--- src/hw/rtl/lfpc_pkg.sv ---
// Shared types and constants for the line follower proportional controller.
package lfpc_pkg;

    localparam int N_IN      = 4;   // sensors with a sample port
    localparam int SEL_W     = 2;   // sensor select width
    localparam int SAMP_W    = 10;  // ADC sample width
    localparam int LEVEL_W   = 8;   // internal normalized level width
    localparam int ACC_W     = 18;  // product / remainder width
    localparam int DIV_STEPS = 8;   // quotient bits
    localparam int K_W       = 3;   // divide step index width

    typedef logic [SAMP_W-1:0]  t_samp;
    typedef logic [LEVEL_W-1:0] t_level;

    typedef enum logic [1:0] {
        CMD_CAL_START  = 2'd0,
        CMD_CAL_SAMPLE = 2'd1,
        CMD_RUN        = 2'd2
    } t_cmd;

    localparam logic [1:0] REG_BASE_SPEED = 2'd0;
    localparam logic [1:0] REG_GAIN       = 2'd1;

    localparam logic [7:0] BASE_SPEED_RST = 8'd255;
    localparam logic [7:0] GAIN_RST       = 8'd10;

    typedef enum logic [3:0] {
        ST_IDLE,
        ST_SETUP,
        ST_MUL,
        ST_DIV,
        ST_STORE,
        ST_ERR,
        ST_GAIN,
        ST_DRIVE,
        ST_DONE
    } t_state;

    typedef enum logic [1:0] {
        AR_HOLD,
        AR_MUL,
        AR_DIV
    } t_arith_op;

    typedef struct packed {
        t_arith_op      op;
        logic [K_W-1:0] k;
    } t_arith_ctl;

endpackage

--- src/hw/rtl/lfpc_arith.sv ---
// Shared multiply and restoring divide-step unit.
module lfpc_arith
    import lfpc_pkg::*;
(
    input  logic             i_clk,
    input  t_arith_ctl       i_ctl,
    input  t_samp            i_a,
    input  logic [7:0]       i_b,
    input  t_samp            i_divisor,
    output logic [ACC_W-1:0] o_acc,
    output t_level           o_quot
);

    logic [ACC_W-1:0] r_acc;
    logic [ACC_W-1:0] n_acc;
    t_level           r_quot;
    t_level           n_quot;
    logic [ACC_W-1:0] w_dsh;
    logic             w_ge;

    assign w_dsh = {{(ACC_W-SAMP_W){1'b0}}, i_divisor} << i_ctl.k;
    assign w_ge  = (r_acc >= w_dsh);

    always_comb begin
        n_acc  = r_acc;
        n_quot = r_quot;
        case (i_ctl.op)
            AR_MUL: begin
                n_acc  = ACC_W'(i_a * i_b);
                n_quot = '0;
            end
            AR_DIV: begin
                if (w_ge) begin
                    n_acc          = r_acc - w_dsh;
                    n_quot[i_ctl.k] = 1'b1;
                end
            end
            default: begin
                n_acc  = r_acc;
                n_quot = r_quot;
            end
        endcase
    end

    always_ff @(posedge i_clk) begin
        r_acc  <= n_acc;
        r_quot <= n_quot;
    end

    assign o_acc  = r_acc;
    assign o_quot = r_quot;

endmodule

--- src/hw/rtl/lfpc_cal.sv ---
// Per-sensor calibration minimum and maximum registers.
module lfpc_cal
    import lfpc_pkg::*;
#(
    parameter int NUM_ACT = 4
)(
    input  logic  i_clk,
    input  logic  i_rst_n,
    input  logic  i_upd,
    input  logic  i_start,
    input  t_samp i_samp [N_IN],
    output t_samp o_lo   [N_IN],
    output t_samp o_hi   [N_IN]
);

    t_samp r_min [NUM_ACT];
    t_samp r_max [NUM_ACT];

    for (genvar g = 0; g < N_IN; g++) begin : g_sens
        if (g < NUM_ACT) begin : g_act
            always_ff @(posedge i_clk) begin
                if (!i_rst_n) begin
                    r_min[g] <= '0;
                    r_max[g] <= '0;
                end else if (i_upd) begin
                    if (i_start) begin
                        r_min[g] <= i_samp[g];
                        r_max[g] <= i_samp[g];
                    end else if (i_samp[g] > r_max[g]) begin
                        r_max[g] <= i_samp[g];
                    end else if (i_samp[g] < r_min[g]) begin
                        r_min[g] <= i_samp[g];
                    end
                end
            end
            assign o_lo[g] = r_min[g];
            assign o_hi[g] = r_max[g];
        end else begin : g_none
            // no storage: zero range reads as level 0
            assign o_lo[g] = '0;
            assign o_hi[g] = '0;
        end
    end

`ifndef NO_ASSERTIONS
    // bounds of the first and last sensor stay ordered from reset on
    a_min_le_max: assert property (@(posedge i_clk) disable iff (!i_rst_n)
        r_min[0] <= r_max[0] && r_min[NUM_ACT-1] <= r_max[NUM_ACT-1])
        else $error("calibration min above max");
`endif

endmodule

--- src/hw/rtl/line_follower_p_controller_unit.sv ---
// Line follower proportional controller, top level.
// A calibration word (start or sample) updates the per-sensor bounds at acceptance
// and its all-zero result goes straight to the done state; the block then takes
// the next word. A run word sweeps the four sensors on the one shared
// multiply/divide unit, each with setup, one multiply by the scale, an 8-step
// restoring divide and store, then steps through error, gain multiply, drive
// saturation and handoff. Results sit in an output register, so a new word is
// accepted while the last result waits.
module line_follower_p_controller_unit
    import lfpc_pkg::*;
#(
    parameter int NUM_SENSORS = 4,
    parameter int SCALE_TOP   = 100
)(
    input  logic              i_clk,
    input  logic              i_rst_n,
    input  logic              i_in_valid,
    output logic              o_in_stall,
    input  logic [1:0]        i_command,
    input  logic [9:0]        i_sample_right_center,
    input  logic [9:0]        i_sample_left_center,
    input  logic [9:0]        i_sample_right_outer,
    input  logic [9:0]        i_sample_left_outer,
    output logic              o_out_valid,
    input  logic              i_out_stall,
    output logic [7:0]        o_left_drive,
    output logic [7:0]        o_right_drive,
    output logic signed [7:0] o_line_error,
    output logic [6:0]        o_level_right_center,
    output logic [6:0]        o_level_left_center,
    output logic [6:0]        o_level_right_outer,
    output logic [6:0]        o_level_left_outer,
    input  logic              i_cfg_valid,
    output logic              o_cfg_ready,
    input  logic [1:0]        i_cfg_index,
    input  logic [7:0]        i_cfg_data
);

    localparam int NUM_ACT = (NUM_SENSORS < N_IN) ? NUM_SENSORS : N_IN;
    localparam logic [7:0] SCALE_B = 8'(SCALE_TOP);

    t_state            r_state;
    t_state            n_state;
    logic [7:0]        r_base;
    logic [7:0]        r_gain;
    logic [SEL_W-1:0]  r_sel;
    logic [K_W-1:0]    r_k;
    t_samp             r_samp [N_IN];
    t_level            r_lev  [N_IN];
    logic              r_force;
    t_level            r_fval;
    t_samp             r_d;
    t_samp             r_dv;
    logic [7:0]        r_err;
    logic [7:0]        r_res_left;
    logic [7:0]        r_res_right;

    logic              r_out_valid;
    logic [7:0]        r_out_left;
    logic [7:0]        r_out_right;
    logic [7:0]        r_out_err;
    logic [6:0]        r_out_lev [N_IN];

    logic              w_accept;
    logic              w_out_free;
    t_samp             w_in_samp [N_IN];
    t_samp             w_lo [N_IN];
    t_samp             w_hi [N_IN];
    t_samp             w_x;
    t_samp             w_cl;
    t_samp             w_ch;
    t_arith_ctl        w_ctl;
    t_samp             w_a;
    logic [7:0]        w_b;
    logic [ACC_W-1:0]  w_acc;
    t_level            w_quot;
    logic signed [9:0] w_corr;
    logic signed [9:0] w_lsum;
    logic signed [9:0] w_rsum;
    logic [7:0]        w_lsat;
    logic [7:0]        w_rsat;

    assign w_accept   = i_in_valid && !o_in_stall;
    assign w_out_free = !r_out_valid || !i_out_stall;
    assign o_in_stall = (r_state != ST_IDLE);
    assign o_cfg_ready = 1'b1;

    assign w_in_samp[0] = i_sample_right_center;
    assign w_in_samp[1] = i_sample_left_center;
    assign w_in_samp[2] = i_sample_right_outer;
    assign w_in_samp[3] = i_sample_left_outer;

    lfpc_cal #(
        .NUM_ACT (NUM_ACT)
    ) u_cal (
        .i_clk   (i_clk),
        .i_rst_n (i_rst_n),
        .i_upd   (w_accept && (i_command == CMD_CAL_START || i_command == CMD_CAL_SAMPLE)),
        .i_start (i_command == CMD_CAL_START),
        .i_samp  (w_in_samp),
        .o_lo    (w_lo),
        .o_hi    (w_hi)
    );

    lfpc_arith u_arith (
        .i_clk     (i_clk),
        .i_ctl     (w_ctl),
        .i_a       (w_a),
        .i_b       (w_b),
        .i_divisor (r_dv),
        .o_acc     (w_acc),
        .o_quot    (w_quot)
    );

    assign w_x  = r_samp[r_sel];
    assign w_cl = w_lo[r_sel];
    assign w_ch = w_hi[r_sel];

    // correction is the low byte of err * gain, taken as int8
    assign w_corr = {{2{w_acc[7]}}, w_acc[7:0]};
    assign w_lsum = $signed({2'b00, r_base}) + w_corr;
    assign w_rsum = $signed({2'b00, r_base}) - w_corr;
    assign w_lsat = w_lsum[9] ? 8'd0 : (w_lsum[8] ? 8'd255 : w_lsum[7:0]);
    assign w_rsat = w_rsum[9] ? 8'd0 : (w_rsum[8] ? 8'd255 : w_rsum[7:0]);

    // next state
    always_comb begin
        n_state = r_state;
        unique case (r_state)
            ST_IDLE: begin
                if (w_accept) begin
                    n_state = (i_command == CMD_RUN) ? ST_SETUP : ST_DONE;
                end
            end
            ST_SETUP: n_state = ST_MUL;
            ST_MUL:   n_state = ST_DIV;
            ST_DIV: begin
                if (r_k == '0) begin
                    n_state = ST_STORE;
                end
            end
            ST_STORE: n_state = (r_sel == SEL_W'(N_IN-1)) ? ST_ERR : ST_SETUP;
            ST_ERR:   n_state = ST_GAIN;
            ST_GAIN:  n_state = ST_DRIVE;
            ST_DRIVE: n_state = ST_DONE;
            ST_DONE: begin
                if (w_out_free) begin
                    n_state = ST_IDLE;
                end
            end
            default:  n_state = ST_IDLE;
        endcase
    end

    // shared unit control
    always_comb begin
        w_ctl.op = AR_HOLD;
        w_ctl.k  = r_k;
        w_a      = r_d;
        w_b      = SCALE_B;
        unique case (r_state)
            ST_MUL: w_ctl.op = AR_MUL;
            ST_DIV: w_ctl.op = AR_DIV;
            ST_GAIN: begin
                w_ctl.op = AR_MUL;
                w_a      = {2'b00, r_err};
                w_b      = r_gain;
            end
            default: w_ctl.op = AR_HOLD;
        endcase
    end

    always_ff @(posedge i_clk) begin
        if (!i_rst_n) begin
            r_state     <= ST_IDLE;
            r_base      <= BASE_SPEED_RST;
            r_gain      <= GAIN_RST;
            r_out_valid <= 1'b0;
        end else begin
            r_state <= n_state;
            if (i_cfg_valid && o_cfg_ready) begin
                if (i_cfg_index == REG_BASE_SPEED) begin
                    r_base <= i_cfg_data;
                end else if (i_cfg_index == REG_GAIN) begin
                    r_gain <= i_cfg_data;
                end
            end
            if (r_state == ST_DONE && w_out_free) begin
                r_out_valid <= 1'b1;
            end else if (!i_out_stall) begin
                r_out_valid <= 1'b0;
            end
        end
    end

    // datapath
    always_ff @(posedge i_clk) begin
        case (r_state)
            ST_IDLE: begin
                if (w_accept) begin
                    r_samp      <= w_in_samp;
                    r_sel       <= '0;
                    r_err       <= '0;
                    r_res_left  <= '0;
                    r_res_right <= '0;
                    for (int i = 0; i < N_IN; i++) begin
                        r_lev[i] <= '0;
                    end
                end
            end
            ST_SETUP: begin
                r_force <= (w_ch <= w_cl) || (w_x <= w_cl) || (w_x >= w_ch);
                r_fval  <= ((w_ch > w_cl) && (w_x >= w_ch)) ? SCALE_B : '0;
                r_d     <= w_x - w_cl;
                r_dv    <= w_ch - w_cl;
            end
            ST_MUL:   r_k <= K_W'(DIV_STEPS-1);
            ST_DIV:   r_k <= r_k - 1'b1;
            ST_STORE: begin
                r_lev[r_sel] <= r_force ? r_fval : w_quot;
                r_sel        <= r_sel + 1'b1;
            end
            ST_ERR:   r_err <= r_lev[0] - r_lev[1];
            ST_DRIVE: begin
                r_res_left  <= w_lsat;
                r_res_right <= w_rsat;
            end
            ST_DONE: begin
                if (w_out_free) begin
                    r_out_left  <= r_res_left;
                    r_out_right <= r_res_right;
                    r_out_err   <= r_err;
                    for (int i = 0; i < N_IN; i++) begin
                        r_out_lev[i] <= r_lev[i][6:0];
                    end
                end
            end
            default: begin
            end
        endcase
    end

    assign o_out_valid          = r_out_valid;
    assign o_left_drive         = r_out_left;
    assign o_right_drive        = r_out_right;
    assign o_line_error         = $signed(r_out_err);
    assign o_level_right_center = r_out_lev[0];
    assign o_level_left_center  = r_out_lev[1];
    assign o_level_right_outer  = r_out_lev[2];
    assign o_level_left_outer   = r_out_lev[3];

`ifndef NO_ASSERTIONS
    // in-range samples divide to a quotient strictly below full scale
    a_quot_range: assert property (@(posedge i_clk) disable iff (!i_rst_n)
        (r_state == ST_STORE && !r_force) |-> (w_quot < SCALE_B))
        else $error("divide quotient out of range");

    a_lev_range: assert property (@(posedge i_clk) disable iff (!i_rst_n)
        (r_state == ST_ERR) |-> (r_lev[0] <= SCALE_B && r_lev[1] <= SCALE_B))
        else $error("level above full scale");

    a_run_start: assert property (@(posedge i_clk) disable iff (!i_rst_n)
        (w_accept && i_command == CMD_RUN) |=> (r_state == ST_SETUP && r_sel == '0))
        else $error("run word did not start sensor sweep");

    // a finished result is never dropped while the output is stalled
    a_out_hold: assert property (@(posedge i_clk) disable iff (!i_rst_n)
        (r_state == ST_DONE && r_out_valid && i_out_stall) |=> (r_state == ST_DONE))
        else $error("result left done state while output busy");
`endif

endmodule

--- config.mk ---
export PLATFORM = sky130hd
export DESIGN_NAME = line_follower_p_controller_unit
export DESIGN_NICKNAME = d
export VERILOG_FILES = /design/src/hw/rtl/lfpc_pkg.sv /design/src/hw/rtl/lfpc_arith.sv /design/src/hw/rtl/lfpc_cal.sv /design/src/hw/rtl/line_follower_p_controller_unit.sv
export SDC_FILE = /design/constraint.sdc
export NUM_CORES = 1
export LEC_CHECK = 0
export ABC_AREA = 1
export BUFFER_PORTS_ARGS = -buffer_cell sky130_fd_sc_hd__buf_2
export CORE_MARGIN = 4
export CORE_UTILIZATION = 30
export DETAILED_ROUTE_END_ITERATION = 7
export MAX_ROUTING_LAYER = met4
export PLACE_DENSITY_LB_ADDON = 0.1
export SYNTH_ARGS = -nofsm -noshare
export SYNTH_HDL_FRONTEND = slang
export SYNTH_HIERARCHICAL = 1
export SYNTH_SLANG_ARGS = --single-unit
--- constraint.sdc ---
create_clock -name i_clk -period 9.1 [get_ports i_clk]
set_input_delay 1.82 -clock i_clk [delete_from_list [all_inputs] [get_ports i_clk]]
set_output_delay 1.82 -clock i_clk [all_outputs]
set_load 0.05 [all_outputs]
==> metrics.csv <==
stage,metric,value,unit
critical_path,path_class,reg -> reg,
power_and_ir_drop,netSwitchingFraction,33.9,%
power_and_ir_drop,ir_worst_vdd,123,uV
timing,finalCritPeriodShare,63.2,%
grt,grt_max_degree,64,
run,cap_violations,0,
grt,grt_pass1_wl,99000,um
die,io_pins,112,
synthesis,async_flop_share,0,%
die,die_y,271,um
synthesis,synth.distinct_cells,49,
cts,root_buffer,clkbuf_16,
synthesis,avgSynthCellArea,8.49,um2
timing,skew,0.0204,ns
critical_path,path_buf_inv,4,
power_and_ir_drop,power,0.00461,W
cts,cts.clk_slew.worst_paths,0.06,ns
grt,grt_usage,18.0,%
timing,rsz0062_at_grt,false,
synthesis,synth_top_cell_by_area,edfxtp_1,
hold_path,min-delay-start,r_lev[2][4],
cts,cts_resized,0,
synthesis,yosys_warnings,6,
synthesis,synthFlopType,edfxtp_1,
synthesis,yosys.area_share.simple,20.6,%
drt,firstDrtPassIters,7,
drt,drc,0,
outcome,outcome,"complete, no violations",
drt,wl_per_cell,18.6,um
critical_path,r2r-end,u_arith/o_acc[17],
cts,cts_buffer_depth,3,
cells_and_area,antenna_cells,0,
timing,final_hold_viol_count,0,
critical_path,crit_path_end_kind,register,
power_and_ir_drop,switching_power,0.00156,W
power_and_ir_drop,power_frac_clock,35.2,%
timing,final_max_slew_viol_count,0,
drt,wl,64700,um
cts,worstSkewPairLatency,0.58,ns
placement,post_dp_cell_area,22200,um2
synthesis,synth_seq_area_share,42.4,%
drt,drtIter0Drc,1152,
timing,slew-limit-headroom,32.7,%
critical_path,crit_chain,"nand2_1, nor2_4, inv_1, nor2_1, nand2_1, inv_1, fa_1, fa_1, fa_1, inv_1, fa_1, inv_1, ha_1, a21oi_1, o21ai_0, a21oi_1, nand3_1, nand3_1, nand2_1",
timing,tightest_slew,1.01,ns
critical_path,r2r_slack,3.35,ns
power_and_ir_drop,seqPwrFrac,38.0,%
cts,ctsHoldBuffers,0,
die,start_util,30.3,%
critical_path,reg2reg_from,r_state[1],
cells_and_area,area_delta_synth_final,13.4,%
synthesis,synthAdderAreaFrac,16.6,%
critical_path,required,9.42,ns
power_and_ir_drop,combPwrFrac,26.8,%
die,core_area,68600,um2
placement,dp_hpwl,51800,um
cts,cts_tree,yes,
drt,via_count,16272,
synthesis,synth-compound-area-share,9.58,%
timing,tns,0,ns
critical_path,critPathTopFamily,adder cells,
synthesis,netlist.area_leader.share,40.4,%
synthesis,synth_mux_area_share,0.0482,%
grt,grt_pass1_vias,16535,
critical_path,slowest_stage,nor2_1,
hold_path,hold_path.class,reg -> reg,
synthesis,synth_edf_count,279,
cells_and_area,fin_util,34.3,%
grt,grt_overflow,0,
synthesis,yosysMostFrequentCell,nand2_1,
cells_and_area,nNetsFinal,2829,
cts,clkSinkCount,300,
cells_and_area,finalInstanceArea,23600,um2
cells_and_area,drive_above_1_share,9.11,%
critical_path,rr_worst_depth,19,
cts,cts_made_buffers,39,
synthesis,ys_top_cells_by_area,"edfxtp_1, nand2_1, ha_1",
synthesis,synth_cells,2444,
drt,ant_nets,0,
hold_path,hold_end,r_out_lev[2][4],
power_and_ir_drop,powerDensity,196,nW/um2
critical_path,startpoint_type,register,
critical_path,critical_path.max_stage_delay,0.72,ns
critical_path,crit_fanout,15,
critical_path,arrival,6.07,ns
power_and_ir_drop,p_leak,11.1,nW
grt,grt_antenna_before_repair,0,
synthesis,synth_top_family_by_area,simple AND/OR/NAND/NOR gates,
power_and_ir_drop,internal-power,0.00305,W
synthesis,yosys-top-cells-count,"nand2_1, inv_1, edfxtp_1",
synthesis,synth_area,20800,um2
timing,fmax,174,MHz
die,rows,96,
timing,period_minus_slack,5.75,ns
drt,via_per_inst,4.66,
timing,setup_violations,0,
cts,htree_levels,2,
placement,place_congestion,0.901,
die,die_w,271,um
synthesis,synth_nets,2744,
cts,post_cts_buffers,0,
synthesis,ys_ff_latch,300,
placement,io_buffers,110,
hold_path,min_path_cells,0,
die,die_area,73500,um2
synthesis,synthXorXnorAreaFrac,1.14,%
-- worst max path at each step --
stage	cells after the start	end	startpoint	slack [ns]
6_report	19	u_arith/o_acc[17]	r_state[1]	3.35
5_1_grt	19	u_arith/o_acc[17]	r_state[1]	2.85
4_1_cts	19	u_arith/o_acc[17]	r_state[1]	3.34
3_5_place_dp	19	u_arith/o_acc[17]	r_state[1]	3.34
3_3_place_gp	19	u_arith/o_acc[17]	r_state[1]	3.49
2_1_floorplan	1	o_left_drive[0]	i_out_stall	4.24
-- through the flow --
stage | setup WS (ns) | cells | hold slack, ns
3_5_place_dp | 3.34 | 3419 | 0.405
2_1_floorplan | 4.24 | 2444 | 0.400
5_1_grt | 2.85 | 3489 | 0.424
6_report | 3.35 | 3489 | 0.413
4_1_cts | 3.34 | 3489 | 0.414
3_3_place_gp | 3.49 | 3419 | 0.401
-- worst reg2reg max path, stage by stage, from the launching register on --
cell and delay (ns):
dfxtp_1 0.43, nand2_1 0.16, nor2_4 0.32, inv_1 0.29, nor2_1 0.72, nand2_1 0.11
inv_1 0.11, fa_1 0.41, fa_1 0.47, fa_1 0.56, inv_1 0.06, fa_1 0.53
inv_1 0.04, ha_1 0.34, a21oi_1 0.32, o21ai_0 0.19, a21oi_1 0.19, nand3_1 0.08
nand3_1 0.09, nand2_1 0.07
-- flip-flops by register name (all words and copies together) (netlist names), 10 cells and up --
name,flops
r_dv,10
r_lev,30
r_out_lev,28
r_d,10
u_arith/o_acc,18
r_samp,40
u_cal/r_min,40
u_cal/r_max,40
-- logic make-up after synthesis --
kind of cell,after synthesis
xor+xnor,27
mux,1
other cells,1
compound gates,340
simple gates,1025
fa+ha+maj,243
buf+inv,507
flops,300
-- final cells by class --
class / count / area (um2)
fill: 7137 / 45000
multi-input combinational: 1637 / 9980
sequential: 300 / 8800
inverter: 429 / 1610
tap: 931 / 1160
clock buffer: 45 / 1030
timing repair buffer: 122 / 641
clock inverter: 25 / 327
-- layout by cell type, fill, tap and decap left out, types with 4 or more instances in the layout --
cell,instances
o21bai_1,11
clkbuf_1,4
nand3_1,122
nor2_1,187
o21ai_0,79
clkinv_1,4
fa_1,54
a21oi_1,151
a32oi_1,12
buf_4,12
o211ai_1,6
bufinv_16,5
a21o_1,8
nor2_2,10
nand3_2,4
xnor2_1,10
xor2_1,17
nor2_4,7
clkinvlp_4,4
edfxtp_1,279
ha_1,189
nand3b_1,10
nand2_1,638
nand2_2,10
nand4_1,16
buf_2,110
dfxtp_1,21
o22ai_1,14
clkbuf_16,40
o21a_1,6
clkinv_2,10
inv_1,423
a21boi_0,32
inv_2,4
a32o_1,9
nor3_1,7
-- power by group through the flow --
stage                     clock, W  combinational, W  sequential, W
after floorplan                  0          0.000815        0.00183
after global placement           0           0.00124        0.00178
after detailed placement         0           0.00125        0.00178
after CTS                  0.00167           0.00125        0.00175
after global routing       0.00173           0.00141        0.00176
final                      0.00162           0.00124        0.00175
-- per-layer routing --
metal  GRT usage (%)  wire (um)
met1            21.8      27800
met4            6.55       2500
met2            30.7      31900
met3            2.47       2530
met5               -          0
(Power assumes the default switching activity.)
